[src/rtl/core/ple_pkg.sv]
// Package for the positional list engine: widths, operation and status codes,
// and the structs passed between the sequencer, the element store and the top level.
// No dependencies.
package ple_pkg;

  localparam int CAPACITY = 64;
  localparam int ADDR_W   = $clog2(CAPACITY);
  localparam int CNT_W    = 7;
  localparam int VAL_W    = 32;
  localparam int POS_W    = 7;
  localparam int KIND_W   = 4;
  localparam int ST_W     = 2;

  typedef enum logic [KIND_W-1:0] {
    K_INS_FRONT = 4'd0,
    K_INS_BACK  = 4'd1,
    K_INS_AT    = 4'd2,
    K_DEL_FRONT = 4'd3,
    K_DEL_BACK  = 4'd4,
    K_DEL_AT    = 4'd5,
    K_READ      = 4'd6,
    K_FIND      = 4'd7,
    K_CLEAR     = 4'd8
  } kind_t;

  typedef enum logic [ST_W-1:0] {
    ST_OK     = 2'd0,
    ST_RANGE  = 2'd1,
    ST_FULL   = 2'd2,
    ST_ABSENT = 2'd3
  } status_t;

  typedef struct packed {
    logic [KIND_W-1:0]       kind;
    logic signed [VAL_W-1:0] value;
    logic [POS_W-1:0]        position;
  } request_t;

  typedef struct packed {
    logic signed [VAL_W-1:0] read_value;
    logic signed [POS_W-1:0] found_position;
    logic [CNT_W-1:0]        length;
    status_t                 status;
  } result_t;

  typedef struct packed {
    logic              we;
    logic [ADDR_W-1:0] waddr;
    logic [VAL_W-1:0]  wdata;
    logic              re;
    logic [ADDR_W-1:0] raddr;
  } mem_req_t;

endpackage

[src/rtl/core/ple_mem.sv]
// Element store of the positional list engine: one write port, one read port,
// registered read data. Depends on ple_pkg.
module ple_mem (
  input  logic                           clk,
  input  ple_pkg::mem_req_t              mreq,
  output logic [ple_pkg::VAL_W-1:0]      rdata
);
  import ple_pkg::*;

  logic [VAL_W-1:0] mem_r [CAPACITY];
  logic [VAL_W-1:0] rdata_r;

  always_ff @(posedge clk) begin
    if (mreq.we) begin
      mem_r[mreq.waddr] <= mreq.wdata;
    end
  end

  always_ff @(posedge clk) begin
    if (mreq.re) begin
      rdata_r <= mem_r[mreq.raddr];
    end
  end

  assign rdata = rdata_r;

endmodule

[src/rtl/core/ple_ctrl.sv]
// Sequencer of the positional list engine: decodes a request and steps a shared
// cursor adder and equality compare over the element store. Depends on ple_pkg.
module ple_ctrl (
  input  logic                       clk,
  input  logic                       rst_n,
  input  logic                       req_valid,
  output logic                       req_ready,
  input  ple_pkg::request_t          req,
  input  logic                       res_free,
  output logic                       res_valid,
  output ple_pkg::result_t           res,
  output ple_pkg::mem_req_t          mreq,
  input  logic [ple_pkg::VAL_W-1:0]  mem_rdata
);
  import ple_pkg::*;

  typedef enum logic [5:0] {
    S_IDLE  = 6'b000001,
    S_SHIFT = 6'b000010,
    S_MOVE  = 6'b000100,
    S_SCAN  = 6'b001000,
    S_MATCH = 6'b010000,
    S_DONE  = 6'b100000
  } state_t;

  state_t            state_r, state_nxt;
  logic [CNT_W-1:0]  count_r, count_nxt;
  logic [ADDR_W-1:0] idx_r, idx_nxt;
  logic [ADDR_W-1:0] lim_r, lim_nxt;
  logic              up_r, up_nxt;
  logic              rd_mode_r, rd_mode_nxt;
  logic [VAL_W-1:0]  val_r, val_nxt;
  logic [VAL_W-1:0]  rd_r, rd_nxt;
  logic [POS_W-1:0]  fp_r, fp_nxt;
  status_t           st_r, st_nxt;

  logic [ADDR_W-1:0] step;
  logic              at_lim;
  logic [CNT_W-1:0]  cnt_m1;
  logic              full;
  logic              pos_gt;
  logic              pos_ge;

  // Shared unit: the cursor moves one place up or down and is checked against its end.
  assign step   = up_r ? idx_r + 1'b1 : idx_r - 1'b1;
  assign at_lim = (idx_r == lim_r);
  assign cnt_m1 = count_r - 1'b1;
  assign full   = (count_r == CNT_W'(CAPACITY));
  assign pos_gt = (req.position > count_r);
  assign pos_ge = (req.position >= count_r);

  always_comb begin
    state_nxt   = state_r;
    count_nxt   = count_r;
    idx_nxt     = idx_r;
    lim_nxt     = lim_r;
    up_nxt      = up_r;
    rd_mode_nxt = rd_mode_r;
    val_nxt     = val_r;
    rd_nxt      = rd_r;
    fp_nxt      = fp_r;
    st_nxt      = st_r;
    mreq        = '0;
    res_valid   = 1'b0;

    unique case (state_r)
      S_IDLE: begin
        if (req_valid) begin
          val_nxt     = req.value;
          rd_nxt      = '1;
          fp_nxt      = '1;
          st_nxt      = ST_OK;
          rd_mode_nxt = 1'b0;
          state_nxt   = S_DONE;
          unique case (kind_t'(req.kind))
            K_INS_FRONT, K_INS_BACK, K_INS_AT: begin
              if (kind_t'(req.kind) == K_INS_AT && pos_gt) begin
                st_nxt = ST_RANGE;
              end else if (full) begin
                st_nxt = ST_FULL;
              end else begin
                idx_nxt = count_r[ADDR_W-1:0];
                if (kind_t'(req.kind) == K_INS_FRONT) begin
                  lim_nxt = '0;
                end else if (kind_t'(req.kind) == K_INS_BACK) begin
                  lim_nxt = count_r[ADDR_W-1:0];
                end else begin
                  lim_nxt = req.position[ADDR_W-1:0];
                end
                up_nxt    = 1'b0;
                state_nxt = S_SHIFT;
              end
            end
            K_DEL_FRONT, K_DEL_BACK: begin
              if (count_r == '0) begin
                st_nxt = ST_RANGE;
              end else begin
                idx_nxt   = (kind_t'(req.kind) == K_DEL_FRONT) ? '0 : cnt_m1[ADDR_W-1:0];
                lim_nxt   = cnt_m1[ADDR_W-1:0];
                up_nxt    = 1'b1;
                state_nxt = S_SHIFT;
              end
            end
            K_DEL_AT: begin
              if (pos_ge) begin
                st_nxt = ST_RANGE;
              end else begin
                idx_nxt   = req.position[ADDR_W-1:0];
                lim_nxt   = cnt_m1[ADDR_W-1:0];
                up_nxt    = 1'b1;
                state_nxt = S_SHIFT;
              end
            end
            K_READ: begin
              if (pos_ge) begin
                st_nxt = ST_RANGE;
              end else begin
                idx_nxt     = req.position[ADDR_W-1:0];
                rd_mode_nxt = 1'b1;
                state_nxt   = S_SCAN;
              end
            end
            K_FIND: begin
              st_nxt = ST_ABSENT;
              if (count_r != '0) begin
                idx_nxt   = '0;
                lim_nxt   = cnt_m1[ADDR_W-1:0];
                up_nxt    = 1'b1;
                state_nxt = S_SCAN;
              end
            end
            K_CLEAR: begin
              count_nxt = '0;
            end
            default: begin
            end
          endcase
        end
      end
      S_SHIFT: begin
        if (!at_lim) begin
          mreq.re    = 1'b1;
          mreq.raddr = step;
          state_nxt  = S_MOVE;
        end else begin
          if (!up_r) begin
            mreq.we    = 1'b1;
            mreq.waddr = idx_r;
            mreq.wdata = val_r;
            count_nxt  = count_r + 1'b1;
          end else begin
            count_nxt  = cnt_m1;
          end
          state_nxt = S_DONE;
        end
      end
      S_MOVE: begin
        mreq.we    = 1'b1;
        mreq.waddr = idx_r;
        mreq.wdata = mem_rdata;
        idx_nxt    = step;
        state_nxt  = S_SHIFT;
      end
      S_SCAN: begin
        mreq.re    = 1'b1;
        mreq.raddr = idx_r;
        state_nxt  = S_MATCH;
      end
      S_MATCH: begin
        if (rd_mode_r) begin
          rd_nxt    = mem_rdata;
          state_nxt = S_DONE;
        end else if (mem_rdata == val_r) begin
          fp_nxt    = POS_W'(idx_r);
          st_nxt    = ST_OK;
          state_nxt = S_DONE;
        end else if (at_lim) begin
          state_nxt = S_DONE;
        end else begin
          idx_nxt   = step;
          state_nxt = S_SCAN;
        end
      end
      S_DONE: begin
        res_valid = res_free;
        if (res_free) begin
          state_nxt = S_IDLE;
        end
      end
      default: begin
        state_nxt = S_IDLE;
      end
    endcase
  end

  always_ff @(posedge clk) begin
    if (!rst_n) begin
      state_r <= S_IDLE;
      count_r <= '0;
    end else begin
      state_r <= state_nxt;
      count_r <= count_nxt;
    end
  end

  always_ff @(posedge clk) begin
    idx_r     <= idx_nxt;
    lim_r     <= lim_nxt;
    up_r      <= up_nxt;
    rd_mode_r <= rd_mode_nxt;
    val_r     <= val_nxt;
    rd_r      <= rd_nxt;
    fp_r      <= fp_nxt;
    st_r      <= st_nxt;
  end

  assign req_ready          = (state_r == S_IDLE);
  assign res.read_value     = rd_r;
  assign res.found_position = fp_r;
  assign res.length         = count_r;
  assign res.status         = st_r;

endmodule

[src/rtl/core/positional_list_engine_top.sv]
// Positional list engine, top level. Inserts and deletes shift the entries between
// the position and the end by read-then-write moves through the store, whose read data
// is registered; reads and finds fetch entries through the same registered read port.
// One request at a time; the next is taken once the result is registered.
// Synchronous active-low reset empties the list; stored values are not cleared.
module positional_list_engine_top (
  input  logic        clk,
  input  logic        rst_n,
  input  logic        in_tvalid,
  output logic        in_tready,
  input  logic [39:0] in_tdata,   // value [31:0], position [38:32], zero [39]
  input  logic [3:0]  in_tuser,   // kind [3:0]
  output logic        out_tvalid,
  input  logic        out_tready,
  output logic [47:0] out_tdata   // read_value [31:0], found_position [38:32],
                                  // length [45:39], status [47:46]
);
  import ple_pkg::*;

  request_t  req;
  result_t   res;
  mem_req_t  mreq;
  logic [VAL_W-1:0] mem_rdata;
  logic      res_valid;
  logic      res_free;

  logic        out_valid_r, out_valid_nxt;
  logic [47:0] out_data_r, out_data_nxt;

  // Unpack the incoming transaction into the request fields.
  assign req.kind     = in_tuser;
  assign req.value    = in_tdata[31:0];
  assign req.position = in_tdata[38:32];

  // The sequencer decodes each request, walks the store one entry per move and
  // holds the list length.
  ple_ctrl u_ctrl (
    .clk       (clk),
    .rst_n     (rst_n),
    .req_valid (in_tvalid),
    .req_ready (in_tready),
    .req       (req),
    .res_free  (res_free),
    .res_valid (res_valid),
    .res       (res),
    .mreq      (mreq),
    .mem_rdata (mem_rdata)
  );

  ple_mem u_mem (
    .clk   (clk),
    .mreq  (mreq),
    .rdata (mem_rdata)
  );

  // Output register: it can take a new result when empty or when the current one
  // leaves in the same cycle, so the sequencer returns to idle without waiting.
  assign res_free = !out_valid_r || out_tready;

  always_comb begin
    out_valid_nxt = out_valid_r;
    out_data_nxt  = out_data_r;
    if (res_valid) begin
      out_valid_nxt = 1'b1;
      out_data_nxt  = {res.status, res.length, res.found_position, res.read_value};
    end else if (out_tready) begin
      out_valid_nxt = 1'b0;
    end
  end

  always_ff @(posedge clk) begin
    if (!rst_n) begin
      out_valid_r <= 1'b0;
    end else begin
      out_valid_r <= out_valid_nxt;
    end
  end

  always_ff @(posedge clk) begin
    out_data_r <= out_data_nxt;
  end

  assign out_tvalid = out_valid_r;
  assign out_tdata  = out_data_r;

  // A request always takes the engine out of the idle state in the cycle after it is accepted.
  a_busy_after_accept: assert property (@(posedge clk) disable iff (!rst_n)
    (in_tvalid && in_tready) |=> !in_tready)
    else $error("engine ready right after accepting a request");

  // A result is only produced when the output register can take it.
  a_no_overwrite: assert property (@(posedge clk) disable iff (!rst_n)
    res_valid |-> (!out_valid_r || out_tready))
    else $error("pending result overwritten");

  // The reported length never exceeds the capacity.
  a_length_bound: assert property (@(posedge clk) disable iff (!rst_n)
    out_valid_r |-> (out_data_r[45:39] <= CNT_W'(CAPACITY)))
    else $error("length beyond capacity");

  // A full refusal is only reported when the list is at capacity.
  a_full_status: assert property (@(posedge clk) disable iff (!rst_n)
    (out_valid_r && out_data_r[47:46] == ST_FULL) |->
      (out_data_r[45:39] == CNT_W'(CAPACITY)))
    else $error("full status with room left");

endmodule

[config.mk]
export PLATFORM = sky130hd
export DESIGN_NAME = positional_list_engine_top
export DESIGN_NICKNAME = d
export VERILOG_FILES = /design/src/rtl/core/ple_pkg.sv /design/src/rtl/core/ple_mem.sv /design/src/rtl/core/ple_ctrl.sv /design/src/rtl/core/positional_list_engine_top.sv
export SDC_FILE = /design/constraint.sdc
export NUM_CORES = 2
export LEC_CHECK = 0
export BUFFER_PORTS_ARGS = -buffer_cell sky130_fd_sc_hd__buf_2
export CAP_MARGIN = 25
export CORE_ASPECT_RATIO = 0.75
export CORE_MARGIN = 2
export CORE_UTILIZATION = 48
export CTS_CLUSTER_DIAMETER = 200
export CTS_CLUSTER_SIZE = 40
export DETAILED_ROUTE_END_ITERATION = 16
export PLACE_DENSITY = 0.6
export SYNTH_ARGS = -nofsm -noshare
export SYNTH_HDL_FRONTEND = slang
export SYNTH_SLANG_ARGS = --single-unit
[constraint.sdc]
create_clock -name clk -period 11.2 [get_ports clk]
set_input_delay 0 -clock clk [delete_from_list [all_inputs] [get_ports clk]]
set_output_delay 0 -clock clk [all_outputs]
set_load 0.03 [all_outputs]
==> impl_metrics.tcl <==
set metrics [dict create \
    outcome "finished, final reports clean" \
    rsz0062_at_grt "no" \
    cts.sinks 2229 \
    clockBufferDepth 3 \
    routed_wl_um 288000 \
    synth_edf_count 2215 \
    drv_slew 0 \
    tns_ns 0 \
    firstDrtPassIters 8 \
    r2r-start "u_ctrl.idx_r[2]$_DFFE_PP_" \
    fmax_mhz 167 \
    synthesis.instances 6032 \
    start_util_pct 48.2 \
    synth_xor_area_share_pct 0.461 \
    die_y_um 378 \
    seq_area_um2 66800 \
    ys_ff_latch 2229 \
    path_common_cell "buf_4" \
    yosysUniqueCellTypes 78 \
    synth_top_family_by_area "compound AO/OA/AOI/OAI gates" \
    fin_nets 6148 \
    hold_class "primary input to flop" \
    timing.slew.headroom_pct 21.3 \
    design_area_um2 96400 \
    worst-path-stages 9 \
    setup_viol 0 \
    dr_total_vias 55880 \
    hold_violations 0 \
    synth-simple-area-share_pct 8.34 \
    pre_cts_ws_ns 5.49 \
    cp_top_family "simple AND/OR/NAND/NOR gates" \
    period_minus_slack_ns 5.97 \
    worstSkewPairLatency_ns 0.82 \
    crit_arrival_ns 6.46 \
    postPlaceCellArea_um2 93700 \
    synth-compound-area-share_pct 9.51 \
    synthFlopType "edfxtp_1" \
    final_util_pct 52.0 \
    drv_cap 0 \
    vdd_drop_max_v 0.000147 \
    cts_buffers 61 \
    syn_to_final_growth_pct 7.87 \
    grt_max_degree 160 \
    wl_per_cell_um 33.4 \
    synth_fa_ha_area_share_pct 0.232 \
    dp_hpwl_um 153000 \
    first_iter_violations 9842 \
    avgViaCountPerCell 6.49 \
    synth_area_um2 89400 \
    die-area_um2 190000 \
    core_area_um2 185000 \
    synthMuxAreaShare_pct 4.54 \
    fin_crit_sh_pct 53.3 \
    endpoint "u_mem.mem_r[19][21]$_DFFE_PP_" \
    worstSetupEndpointType "flop" \
    setup_slack_ns 5.23 \
    grt_pass1_wl_um 398000 \
    cts-root-buf "clkbuf_16" \
    powerDensity_nw_per_um2 131 \
    min_from "rst_n" \
    place_congestion 0.870 \
    drc 0 \
    cp_slowest_stage_delay_ns 1.11 \
    track_usage_pct 29.8 \
    clkSlewWorstSetupHoldPaths_ns 0.15 \
    worst-path-max-fanout 17 \
    crit_slowest_cell "nor2_4" \
    drive_gt1_share_pct 9.94 \
    ys_seq_area_share_pct 74.7 \
    multi_input_area_um2 21400 \
    total_leakage_power_nw 29.0 \
    critPathKind "flop to flop" \
    async_flop_share_pct 0 \
    grt_pass1_vias 51473 \
    die_w_um 502 \
    crit_path_start_kind "flop" \
    yosys-top-cells-count "edfxtp_1, nand2_1, a21oi_1" \
    crit_path_cell_trace "xnor2_1 > nand4_1 > nor3_2 > buf_4 > nand2_1 > o21ai_1 > nand3_1 > nor2_4 > buf_4" \
    synthTopCellsByArea "edfxtp_1, nand2_1, mux2i_1, a21oi_1, a211oi_1" \
    cp-startpoint "u_ctrl.idx_r[2]$_DFFE_PP_" \
    critPathBufInv 2 \
    post_cts_resized 0 \
    r2r_cells 9 \
    nFillCells 15269 \
    yosysWarningCount 0 \
    synthesis.nets 6096 \
    antenna_found_initial 18 \
    finalClockSkew_ns 0.0393 \
    cts_tree "yes" \
    r2r_end "u_mem.mem_r[19][21]$_DFFE_PP_" \
    io_buffers 96 \
    synth.avg_cell_area_um2 14.8 \
    cp.required_ns 11.68 \
    synth_top_cell_area_share_pct 74.4 \
    yosysTopAreaCell "edfxtp_1" \
    gr-total-overflow 0 \
    reg2reg_slack_ns 5.23 \
    worst_slew_pin_slew_ns 1.18 \
    cts.htree.levels 2 \
    cts_setup_buffers 0 \
    drtAntennaViolNets 0 \
    ioPinCount 98 \
    rows 137 \
    yosysMostFrequentCell "edfxtp_1" \
]
-- layout make-up --
type | instances | share of cell area, %
flip-flops and latches | 2229 | 69.3
diodes | 4 | 0.0104
multi-input cells | 3371 | 22.3
repair buffers | 398 | 3.40
clock inverters | 2 | 0.0260
inverters | 23 | 0.0896
clock buffers | 75 | 1.68
well taps | 2502 | 3.25
-- tightest hold or removal path: stages --
cell	delay, ns
dlygate4sd3_1	0.54
buf_2	0.22
nand2_1	0.09
a21oi_1	0.04
-- metrics by stage --
step | power (mW) | hold WS, ns | cells
2_1_floorplan | 9.31 | 0.0989 | 6032
3_3_place_gp | 9.36 | 0.180 | 8419
3_5_place_dp | 9.36 | 0.178 | 8425
4_1_cts | 12.6 | 0.0468 | 8595
5_1_grt | 12.9 | 0.101 | 8600
6_report | 12.6 | 0.113 | 8604
-- metal layers --
metal / global-route usage, % / wire [um] / part of all wire, %
met1: 44.4 / 117000 / 41
met2: 43.6 / 124000 / 43
met3: 7.45 / 39100 / 14
met4: 7.64 / 7910 / 2.8
met5: 0 / 57 / 0.020
-- what timing repair did --
action	CTS	global route
endpoints found under the setup margin	0	0
hold buffers	93	0
hold endpoints to repair	85	0
-- state kept, by name (all words and copies together), names as in the netlist --
name	cells
u_ctrl.rd_mode_r	1
u_ctrl.idx_r	6
u_ctrl.state_r	6
u_ctrl.count_r	7
u_ctrl.up_r	1
u_mem.mem_r	2048
u_ctrl.fp_r	7
u_ctrl.rd_r	32
u_mem.rdata	32
u_ctrl.st_r	2
u_ctrl.lim_r	6
out_tvalid	1
out_tdata	48
u_ctrl.val_r	32
-- cells in the final DEF (no fill, tap or decap), types with 62 or more instances in the layout --
cell and count:
nand3_1 152, a31oi_1 76, nor3_1 69, nor2_1 62
a211oi_1 166, clkbuf_16 63, and3_1 160, buf_2 96
mux2_2 64, a21oi_1 347, o221ai_1 74, nand2_1 988
mux2i_1 297, o21ai_0 106, edfxtp_1 2215, buf_4 183
dlygate4sd3_1 93
-- power breakdown --
| part | total, mW | internal, mW | switching [mW] | leakage [nW] |
|---|---|---|---|---|
| Combinational | 0.139 | 0.0588 | 0.0802 | 12.6 |
| Clock | 3.40 | 1.04 | 2.37 | 0.802 |
| Sequential | 9.07 | 9.04 | 0.0241 | 15.6 |
| Total | 12.6 | 10.1 | 2.47 | 29.0 |
-- how the worst min path moves through the flow --
stage	end	slack [ns]	depth (start not counted)
after floorplan	u_ctrl.val_r[0]$_DFFE_PP_	0.1	0
after global placement	u_ctrl.val_r[10]$_DFFE_PP_	0.18	1
after detailed placement	u_ctrl.val_r[21]$_DFFE_PP_	0.18	1
after CTS	u_ctrl.count_r[3]$_SDFFE_PN0P_	0.05	4
after global routing	u_ctrl.count_r[3]$_SDFFE_PN0P_	0.10	4
final	u_ctrl.count_r[3]$_SDFFE_PN0P_	0.11	4
-- cell families after synthesis --
group           after synthesis
compound gates             1242
xor+xnor                     47
fa+ha+maj                    16
buf+inv                     432
flops                      2229
mux                         393
simple gates               1673
Note: power is estimated with default switching activity, not from simulation.
